**src/kv_block_free_list_allocator_defines.svh**
```systemverilog
// Assertion helpers shared by the allocator RTL.
`ifndef KV_BLOCK_FREE_LIST_ALLOCATOR_DEFINES_SVH
`define KV_BLOCK_FREE_LIST_ALLOCATOR_DEFINES_SVH

// Concurrent check on the rising clock, held off while reset is applied.
`define KVFL_ASSERT(name, prop, msg) \
  name: assert property (@(posedge clk_i) disable iff (!rst_ni) prop) \
    else $error(msg);

// Concurrent check that an expression is never true.
`define KVFL_NEVER(name, expr, msg) \
  `KVFL_ASSERT(name, !(expr), msg)

`endif

```
**src/kvfl_pkg.sv**
```systemverilog
package kvfl_pkg;

  // Free list geometry.
  localparam int MaxBlocks = 64;
  localparam int AddrW     = $clog2(MaxBlocks);
  localparam int CntW      = $clog2(MaxBlocks + 1);

  // Field and register widths.
  localparam int IdW    = 48;
  localparam int PageW  = 16;
  localparam int BytesW = 33;
  localparam int CountW = 7;
  localparam int ProdW  = PageW + BytesW;
  localparam int DivW   = ProdW + 1;
  localparam int StepW  = $clog2(DivW);

  // Packed stream widths.
  localparam int InDataW  = 56;
  localparam int OutDataW = 64;

  typedef enum logic [1:0] {
    OpInit  = 2'd0,
    OpAlloc = 2'd1,
    OpFree  = 2'd2,
    OpNop   = 2'd3
  } op_e;

  typedef enum logic [2:0] {
    StatOk       = 3'd0,
    StatNoFree   = 3'd1,
    StatNoInit   = 3'd2,
    StatOverflow = 3'd3,
    StatRange    = 3'd4
  } status_e;

  typedef enum logic [1:0] {
    CfgPageIndex = 2'd0,
    CfgPageBytes = 2'd1,
    CfgBlockBytes = 2'd2
  } cfg_idx_e;

  // One result item as it sits in the output register.
  typedef struct packed {
    logic [IdW-1:0]  id;
    logic            has;
    logic            last;
    status_e         status;
    logic [CntW-1:0] free_cnt;
    logic            all_free;
    logic            none_free;
  } res_t;

  // Builds a result item; the flags follow from the list state after the step.
  function automatic res_t make_res(logic [IdW-1:0] id, logic has, logic last,
                                    status_e st, logic [CntW-1:0] cnt,
                                    logic init, logic [CntW-1:0] total);
    res_t r;
    r.id        = id;
    r.has       = has;
    r.last      = last;
    r.status    = st;
    r.free_cnt  = cnt;
    r.all_free  = init && (cnt == total);
    r.none_free = (cnt == '0);
    return r;
  endfunction

endpackage

```
**src/kv_block_free_list_allocator.sv**
```systemverilog
// Free, not-initialized, no-op and empty or zero-count allocate items: one result, in the cycle after acceptance.
// Allocate: each block id takes a store read, then an output register load that waits while the output stalls.
// Init: 16 shift-add steps,
// two 50-step restoring divisions through one shared subtractor, then one store write per id.
// Reset (asynchronous, active low): list empty, not initialized, registers at defaults;
// store contents are undefined until written.
`include "kv_block_free_list_allocator_defines.svh"

module kv_block_free_list_allocator
  import kvfl_pkg::*;
(
  input  logic                clk_i,
  input  logic                rst_ni,
  input  logic                s_axis_tvalid_i,
  output logic                s_axis_tready_o,
  input  logic [InDataW-1:0]  s_axis_tdata_i,   // count[6:0], freed_id[54:7]
  input  logic [1:0]          s_axis_tuser_i,   // operation[1:0]
  output logic                m_axis_tvalid_o,
  input  logic                m_axis_tready_i,
  output logic [OutDataW-1:0] m_axis_tdata_o,   // alloc_id[47:0], status[50:48],
                                                // free_count[57:51], all_free[58],
                                                // none_free[59]
  output logic                m_axis_tuser_o,   // has_block
  output logic                m_axis_tlast_o,
  input  logic                cfg_we_i,
  input  logic [1:0]          cfg_addr_i,
  input  logic [BytesW-1:0]   cfg_wdata_i
);

  typedef enum logic [3:0] {
    StIdle,
    StMul,
    StMulFin,
    StDivFirst,
    StDivEnd,
    StCheck,
    StFill,
    StAllocRd,
    StAllocEmit
  } state_e;

  // Configuration registers.
  logic [PageW-1:0]  page_index_q;
  logic [BytesW-1:0] page_bytes_q;
  logic [BytesW-1:0] block_bytes_q;

  always_ff @(posedge clk_i or negedge rst_ni) begin
    if (!rst_ni) begin
      page_index_q  <= '0;
      page_bytes_q  <= BytesW'(2097152);
      block_bytes_q <= BytesW'(65536);
    end else if (cfg_we_i) begin
      unique case (cfg_addr_i)
        CfgPageIndex:  page_index_q  <= cfg_wdata_i[PageW-1:0];
        CfgPageBytes:  page_bytes_q  <= cfg_wdata_i;
        CfgBlockBytes: block_bytes_q <= cfg_wdata_i;
        default: ;
      endcase
    end
  end

  // Sequencer and list state.
  state_e            state_q, state_d;
  logic [AddrW-1:0]  head_q, head_d;
  logic [CntW-1:0]   count_q, count_d;
  logic [CntW-1:0]   total_q, total_d;
  logic              init_q, init_d;
  logic [CntW-1:0]   remain_q, remain_d;

  // Arithmetic datapath.
  logic [BytesW-1:0] b_q, b_d;
  logic [PageW-1:0]  mplier_q, mplier_d;
  logic [ProdW-1:0]  mcand_q, mcand_d;
  logic [ProdW-1:0]  acc_q, acc_d;
  logic [DivW-1:0]   hi_q, hi_d;
  logic [DivW-1:0]   quo_q, quo_d;
  logic [BytesW-1:0] rem_q, rem_d;
  logic [DivW-1:0]   first_q, first_d;
  logic [StepW-1:0]  step_q, step_d;

  // Fill sweep.
  logic [CntW-1:0]   fill_idx_q, fill_idx_d;
  logic [CntW-1:0]   fill_n_q, fill_n_d;
  logic [IdW-1:0]    fill_id_q, fill_id_d;

  // Output register.
  logic              out_valid_q, out_valid_d;
  res_t              res_q, res_d;

  // Store ports.
  logic              mem_we;
  logic [AddrW-1:0]  mem_waddr;
  logic [IdW-1:0]    mem_wdata;
  logic [IdW-1:0]    rd_q;
  logic [IdW-1:0]    store_mem [MaxBlocks];

  // Input fields.
  op_e               in_op;
  logic [CountW-1:0] in_cnt;
  logic [IdW-1:0]    in_id;
  logic              slot_free;
  logic              accept;

  // Shared division step and range check.
  logic [BytesW:0]   div_t;
  logic [BytesW:0]   div_sub;
  logic              div_ge;
  logic [BytesW-1:0] div_rem;
  logic [DivW-1:0]   div_quo;
  logic [DivW-1:0]   range_n;
  logic [CntW-1:0]   want;

  assign in_op  = op_e'(s_axis_tuser_i);
  assign in_cnt = s_axis_tdata_i[CountW-1:0];
  assign in_id  = s_axis_tdata_i[CountW +: IdW];

  assign slot_free       = !out_valid_q || m_axis_tready_i;
  assign s_axis_tready_o = (state_q == StIdle) && slot_free;
  assign accept          = s_axis_tvalid_i && s_axis_tready_o;

  // One restoring division step: bring down the next dividend bit, subtract if it fits.
  assign div_t   = {rem_q, quo_q[DivW-1]};
  assign div_sub = div_t - {1'b0, b_q};
  assign div_ge  = (div_t >= {1'b0, b_q});
  assign div_rem = div_ge ? div_sub[BytesW-1:0] : div_t[BytesW-1:0];
  assign div_quo = {quo_q[DivW-2:0], div_ge};

  // Number of whole blocks in the page; an empty or inverted range counts as zero.
  assign range_n = (quo_q > first_q) ? (quo_q - first_q) : '0;

  // Allocate request clamped to the list size.
  always_comb begin
    want = (in_cnt > CountW'(MaxBlocks)) ? CntW'(MaxBlocks) : CntW'(in_cnt);
    if (want > count_q) begin
      want = count_q;
    end
  end

  // Next-state logic.
  always_comb begin
    state_d     = state_q;
    head_d      = head_q;
    count_d     = count_q;
    total_d     = total_q;
    init_d      = init_q;
    remain_d    = remain_q;
    b_d         = b_q;
    mplier_d    = mplier_q;
    mcand_d     = mcand_q;
    acc_d       = acc_q;
    hi_d        = hi_q;
    quo_d       = quo_q;
    rem_d       = rem_q;
    first_d     = first_q;
    step_d      = step_q;
    fill_idx_d  = fill_idx_q;
    fill_n_d    = fill_n_q;
    fill_id_d   = fill_id_q;
    out_valid_d = out_valid_q && !m_axis_tready_i;
    res_d       = res_q;
    mem_we      = 1'b0;
    mem_waddr   = fill_idx_q[AddrW-1:0];
    mem_wdata   = fill_id_q;

    unique case (state_q)
      StIdle: begin
        if (accept) begin
          unique case (in_op)
            OpInit: begin
              b_d      = (block_bytes_q == '0) ? BytesW'(1) : block_bytes_q;
              mplier_d = page_index_q;
              mcand_d  = ProdW'(page_bytes_q);
              acc_d    = '0;
              step_d   = '0;
              head_d   = '0;
              count_d  = '0;
              state_d  = StMul;
            end
            OpAlloc: begin
              if (!init_q) begin
                out_valid_d = 1'b1;
                res_d = make_res('0, 1'b0, 1'b1, StatNoInit, count_q, init_q, total_q);
              end else if (count_q == '0) begin
                out_valid_d = 1'b1;
                res_d = make_res('0, 1'b0, 1'b1, StatNoFree, count_q, init_q, total_q);
              end else if (in_cnt == '0) begin
                out_valid_d = 1'b1;
                res_d = make_res('0, 1'b0, 1'b1, StatOk, count_q, init_q, total_q);
              end else begin
                remain_d = want;
                state_d  = StAllocRd;
              end
            end
            OpFree: begin
              if (!init_q) begin
                out_valid_d = 1'b1;
                res_d = make_res('0, 1'b0, 1'b1, StatNoInit, count_q, init_q, total_q);
              end else if (count_q >= CntW'(MaxBlocks)) begin
                out_valid_d = 1'b1;
                res_d = make_res('0, 1'b0, 1'b1, StatOverflow, count_q, init_q, total_q);
              end else begin
                mem_we      = 1'b1;
                mem_waddr   = head_q + count_q[AddrW-1:0];
                mem_wdata   = in_id;
                count_d     = count_q + 1'b1;
                out_valid_d = 1'b1;
                res_d = make_res('0, 1'b0, 1'b1, StatOk, count_d, init_q, total_q);
              end
            end
            default: begin
              out_valid_d = 1'b1;
              res_d = make_res('0, 1'b0, 1'b1, StatOk, count_q, init_q, total_q);
            end
          endcase
        end
      end

      // Shift-add product of page index and page size, one multiplier bit a cycle.
      StMul: begin
        if (mplier_q[0]) begin
          acc_d = acc_q + mcand_q;
        end
        mplier_d = mplier_q >> 1;
        mcand_d  = mcand_q << 1;
        step_d   = step_q + 1'b1;
        if (step_q == StepW'(PageW - 1)) begin
          state_d = StMulFin;
        end
      end

      // Dividends: page start rounded up, and page end.
      StMulFin: begin
        hi_d    = DivW'(acc_q) + DivW'(page_bytes_q);
        quo_d   = DivW'(acc_q) + DivW'(b_q) - DivW'(1);
        rem_d   = '0;
        step_d  = '0;
        state_d = StDivFirst;
      end

      StDivFirst: begin
        quo_d  = div_quo;
        rem_d  = div_rem;
        step_d = step_q + 1'b1;
        if (step_q == StepW'(DivW - 1)) begin
          first_d = div_quo;
          quo_d   = hi_q;
          rem_d   = '0;
          step_d  = '0;
          state_d = StDivEnd;
        end
      end

      StDivEnd: begin
        quo_d  = div_quo;
        rem_d  = div_rem;
        step_d = step_q + 1'b1;
        if (step_q == StepW'(DivW - 1)) begin
          state_d = StCheck;
        end
      end

      // Reject a page that holds more blocks than the list can take.
      StCheck: begin
        if (range_n > DivW'(MaxBlocks)) begin
          if (slot_free) begin
            total_d     = '0;
            init_d      = 1'b0;
            out_valid_d = 1'b1;
            res_d = make_res('0, 1'b0, 1'b1, StatRange, count_q, 1'b0, '0);
            state_d     = StIdle;
          end
        end else begin
          fill_n_d   = range_n[CntW-1:0];
          fill_idx_d = '0;
          fill_id_d  = first_q[IdW-1:0];
          state_d    = StFill;
        end
      end

      // Write the ids of the page in ascending order, one entry a cycle.
      StFill: begin
        if (fill_idx_q == fill_n_q) begin
          if (slot_free) begin
            count_d     = fill_n_q;
            total_d     = fill_n_q;
            init_d      = 1'b1;
            out_valid_d = 1'b1;
            res_d = make_res('0, 1'b0, 1'b1, StatOk, fill_n_q, 1'b1, fill_n_q);
            state_d     = StIdle;
          end
        end else begin
          mem_we     = 1'b1;
          fill_idx_d = fill_idx_q + 1'b1;
          fill_id_d  = fill_id_q + 1'b1;
        end
      end

      // Wait for the registered store read at the head.
      StAllocRd: begin
        state_d = StAllocEmit;
      end

      StAllocEmit: begin
        if (slot_free) begin
          head_d      = head_q + 1'b1;
          count_d     = count_q - 1'b1;
          remain_d    = remain_q - 1'b1;
          out_valid_d = 1'b1;
          res_d = make_res(rd_q, 1'b1, (remain_q == CntW'(1)), StatOk, count_d,
                           init_q, total_q);
          state_d     = (remain_q == CntW'(1)) ? StIdle : StAllocRd;
        end
      end

      default: state_d = StIdle;
    endcase
  end

  // State, datapath and output registers.
  always_ff @(posedge clk_i or negedge rst_ni) begin
    if (!rst_ni) begin
      state_q     <= StIdle;
      head_q      <= '0;
      count_q     <= '0;
      total_q     <= '0;
      init_q      <= 1'b0;
      remain_q    <= '0;
      b_q         <= '0;
      mplier_q    <= '0;
      mcand_q     <= '0;
      acc_q       <= '0;
      hi_q        <= '0;
      quo_q       <= '0;
      rem_q       <= '0;
      first_q     <= '0;
      step_q      <= '0;
      fill_idx_q  <= '0;
      fill_n_q    <= '0;
      fill_id_q   <= '0;
      out_valid_q <= 1'b0;
      res_q       <= '0;
    end else begin
      state_q     <= state_d;
      head_q      <= head_d;
      count_q     <= count_d;
      total_q     <= total_d;
      init_q      <= init_d;
      remain_q    <= remain_d;
      b_q         <= b_d;
      mplier_q    <= mplier_d;
      mcand_q     <= mcand_d;
      acc_q       <= acc_d;
      hi_q        <= hi_d;
      quo_q       <= quo_d;
      rem_q       <= rem_d;
      first_q     <= first_d;
      step_q      <= step_d;
      fill_idx_q  <= fill_idx_d;
      fill_n_q    <= fill_n_d;
      fill_id_q   <= fill_id_d;
      out_valid_q <= out_valid_d;
      res_q       <= res_d;
    end
  end

  // Free list store: one write port, registered read at the head.
  always_ff @(posedge clk_i) begin
    if (mem_we) begin
      store_mem[mem_waddr] <= mem_wdata;
    end
    rd_q <= store_mem[head_q];
  end

  // Output ports.
  assign m_axis_tvalid_o = out_valid_q;
  assign m_axis_tdata_o  = {4'b0, res_q.none_free, res_q.all_free, res_q.free_cnt,
                            res_q.status, res_q.id};
  assign m_axis_tuser_o  = res_q.has;
  assign m_axis_tlast_o  = res_q.last;

  // Checks.
  `KVFL_NEVER(a_count_bound, count_q > CntW'(MaxBlocks), "free count above capacity")
  `KVFL_ASSERT(a_uninit_empty, !init_q |-> count_q == '0, "entries held while not initialized")
  `KVFL_ASSERT(a_emit_nonempty,
               state_q == StAllocEmit |-> count_q != '0 && remain_q != '0,
               "allocate step with nothing to hand out")
  `KVFL_ASSERT(a_free_grows,
               accept && in_op == OpFree && init_q && count_q < CntW'(MaxBlocks)
                 |=> count_q == $past(count_q) + 1'b1,
               "accepted free did not grow the list")

endmodule

```
**config.mk**
```make
export PLATFORM = sky130hd
export DESIGN_NAME = kv_block_free_list_allocator
export DESIGN_NICKNAME = d
export VERILOG_FILES = /design/src/kvfl_pkg.sv /design/src/kv_block_free_list_allocator.sv
export VERILOG_INCLUDE_DIRS = /design/src /design/src/src
export SDC_FILE = /design/constraint.sdc
export NUM_CORES = 2
export LEC_CHECK = 0
export ABC_AREA = 1
export BUFFER_PORTS_ARGS = -buffer_cell sky130_fd_sc_hd__buf_2
export CAP_MARGIN = 10
export CELL_PAD_IN_SITES_DETAIL_PLACEMENT = 1
export CELL_PAD_IN_SITES_GLOBAL_PLACEMENT = 1
export CORE_ASPECT_RATIO = 1.5
export CORE_MARGIN = 2
export CORE_UTILIZATION = 35
export DETAILED_ROUTE_END_ITERATION = 12
export PLACE_DENSITY = 0.7
export SLEW_MARGIN = 10
export SYNTH_ARGS = -nofsm -noshare
export SYNTH_HDL_FRONTEND = slang
export SYNTH_SLANG_ARGS = --single-unit
```
**constraint.sdc**
```tcl
create_clock -name clk_i -period 8.4 [get_ports clk_i]
set_input_delay 1.26 -clock clk_i [delete_from_list [all_inputs] [get_ports clk_i]]
set_output_delay 1.26 -clock clk_i [all_outputs]
set_load 0.005 [all_outputs]
```
==> impl_metrics.json <==
{
  "status": "finished, final reports clean",
  "leakage_nw": 64.1,
  "cts_setup_buffers": 0,
  "finalHoldViolCount": 0,
  "drcViolationCount": 0,
  "total_power_w": 0.0635,
  "start_kind": "primary input",
  "ys_seq_area_share_pct": 66.6,
  "dieArea_sq_um": 467000,
  "finalSetupViolCount": 0,
  "finalMaxSlewViolations": 0,
  "hold_class": "in -> async",
  "worst_slack_ns": 3.03,
  "num_vias": 118000,
  "synth_top_area_share_pct": 57.1,
  "finalNetCount": 14900,
  "p_per_area_nw_per_um2": 348,
  "num_io_pins": 166,
  "seq_area_sq_um": 108000,
  "synthCells": 14500,
  "fin_setup_tns_ns": 0,
  "grt_usage_pct": 23.9,
  "drive_gt1_share_pct": 8.13,
  "holdBufCountCts": 0,
  "rows": 305,
  "dp_slack_ns": 1.90,
  "multi_input_area_sq_um": 48400,
  "placed_cells": 20200,
  "synth_ff_type": "edfxtp_1",
  "final_cell_mix": "edfxtp_1 (3,072), o21ai_0 (2,108), nor2_1 (2,007)",
  "drt_iter0_markers": 10300,
  "grt_max_degree": 224,
  "cts_htree_levels": 5,
  "fin_crit_ns": 5.37,
  "clkTransAtPathRegs_ns": 0.06,
  "gr-total-overflow": 0,
  "synth_edf_count": 3072,
  "period_share_pct": 63.9,
  "antenna_left": 0,
  "fin_util_pct": 39.7,
  "final_common_cell": "edfxtp_1",
  "cts_tree": "done",
  "via_per_inst": 5.67,
  "port_buffers": 160,
  "numCtsBuffers": 356,
  "worstMarginPinSlew_ns": 1.33,
  "critical_path.endpoint_type": "flip-flop",
  "grt_pass1_vias": 123000,
  "fin_worst_skew_ns": 0.0865,
  "dpl.hpwl_microns": 359000,
  "stdcell_count": 20900,
  "ys_warn_count": 0,
  "die_y_microns": 836,
  "synth.distinct_cells": 69,
  "wl_microns": 572000,
  "ys_top_cells_by_area": "edfxtp_1 (57%), dfrtp_1 (8.9%), o21ai_0 (6.6%)",
  "antenna_found_initial": 42,
  "core-area_sq_um": 460000,
  "grt_pass1_wl_microns": 828000,
  "arrival_ns": 5.98,
  "area_growth_pct": 12.9,
  "initial_utilization_pct": 35.1,
  "syn_area_sq_um": 162000,
  "setup.worst_path.class": "in -> reg",
  "cap_violations": 0,
  "vdd.ir_drop.worst_mv": 0.284,
  "first_pass_iters": 7,
  "cts_resized": 0,
  "slew_headroom_pct": 11.6,
  "yosysTopAreaCell": "edfxtp_1",
  "wl_per_cell_microns": 27.4,
  "timing.fmax_mhz": 186,
  "rsz0062_at_grt": "false",
  "cts_num_sinks": 3695,
  "synth.ff_latch_count": 3695,
  "cp.required_ns": 9.00,
  "async_reset_ff_share_pct": 15.6,
  "clk_latency_ns": 1.02,
  "cts_root_buffer": "clkbuf_16",
  "gp_congestion": 0.939,
  "avgSynthCellArea_sq_um": 11.1,
  "clockBufferDepth": 4,
  "fillCellCount": 49700,
  "critPathMaxFanout": 22,
  "die_w_microns": 559
}
registers in the layout, summed over array words and instances (netlist names), 4 cells and up:
register	cells
mcand_q	49
fill_id_q	48
quo_q	50
rd_q	48
store_mem	3072
total_q	7
b_q	33
rem_q	33
page_bytes_q	33
first_q	50
fill_idx_q	7
page_index_q	16
count_q	7
state_q	4
hi_q	50
step_q	6
mplier_q	16
fill_n_q	7
head_q	6
remain_q	7
acc_q	49
m_axis_tdata_o	60
block_bytes_q	33
synth_stat cells, drive strengths merged (14+ instances only):
| cell type | instances |
|---|---|
| ha | 287 |
| dfxtp | 48 |
| inv | 851 |
| dfrtp | 573 |
| clkbuf | 755 |
| a221oi | 46 |
| a21o | 14 |
| a31oi | 120 |
| buf | 82 |
| nand2 | 1877 |
| o22ai | 522 |
| nor2 | 2092 |
| o21ai | 2169 |
| xor2 | 108 |
| a21oi | 509 |
| nand4 | 153 |
| o221ai | 302 |
| o211ai | 163 |
| edfxtp | 3072 |
| nor4 | 43 |
| nand3 | 414 |
| xnor2 | 61 |
| nor3 | 65 |
| nand3b | 15 |
| a32o | 42 |
| o21a | 28 |
| o21bai | 19 |
routing by layer:
metal	wire (microns)	up-vias	GRT usage (%)
met1	210000	60500	27.5
met3	33400	1322	3.06
met4	38300	18	14.0
li1	-	52300	-
met2	290000	4342	42.3
met5	120	-	0
final timing paths:
path                            startpoint            endpoint  slack, ns  depth (start not counted)
setup / recovery           m_axis_tready_i   store_mem[28][22]       3.03                         13
hold / removal                      rst_ni         mcand_q[48]       0.33                          1
setup reg to reg                state_q[3]   store_mem[28][22]       3.03                         14
hold reg to reg                   rd_q[32]  m_axis_tdata_o[32]       0.44                          2
max in group asynchronous           rst_ni          first_q[6]       6.43                          3
min in group clk_i                rd_q[32]  m_axis_tdata_o[32]       0.44                          2
cell families (layout without fill, tap and decap cells):
| group | Yosys count | in the layout | share of synthesized area, % |
|---|---|---|---|
| AO/OA/AOI/OAI | 3991 | 3991 | 14.3 |
| XOR/XNOR | 169 | 169 | 0.916 |
| AND/OR/NAND/NOR | 4689 | 4689 | 11.8 |
| other | 1 | 16 | 0.00232 |
| buffers and inverters | 1698 | 1918 | 4.06 |
| flip-flops | 3695 | 3695 | 66.6 |
| adder cells (fa/ha/maj) | 293 | 293 | 2.30 |
final cells by class:
cell class                 instances  area share [%]
antenna                           12          0.0165
clock buffer                     436            5.18
clock inverter                   218            1.34
inverter                         861            1.80
multi-input combinational       9146            26.5
sequential                      3695            59.0
tap                             6140            4.21
timing repair buffer             403            1.93
report_power, final:
part | internal (W) | leakage [nW] | switching (W)
combinational | 0.00687 | 22.7 | 0.0179
sequential | 0.0209 | 35.7 | 0.00113
clock | 0.00927 | 5.75 | 0.00737
per-stage QoR:
stage	area [sq um]	hold slack (ns)
final	182000	0.332
after global routing	182000	0.384
after CTS	182000	0.312
after detailed placement	170000	0.445
after global placement	170000	0.448
after floorplan	162000	0.430
worst max-delay path, cell delays in order:
cell and delay [ns]:
buf_2 0.15, nor2_1 0.55, nor2_1 0.15, nand2_1 0.32, nor2_4 0.05, inv_1 0.67
nand2_1 0.12, o21ai_1 0.18, inv_1 0.08, nor2_1 0.23, nand2_1 0.57, nor2_4 1.06
buf_4 0.48
No activity file was read; power rests on OpenSTA's default activity.
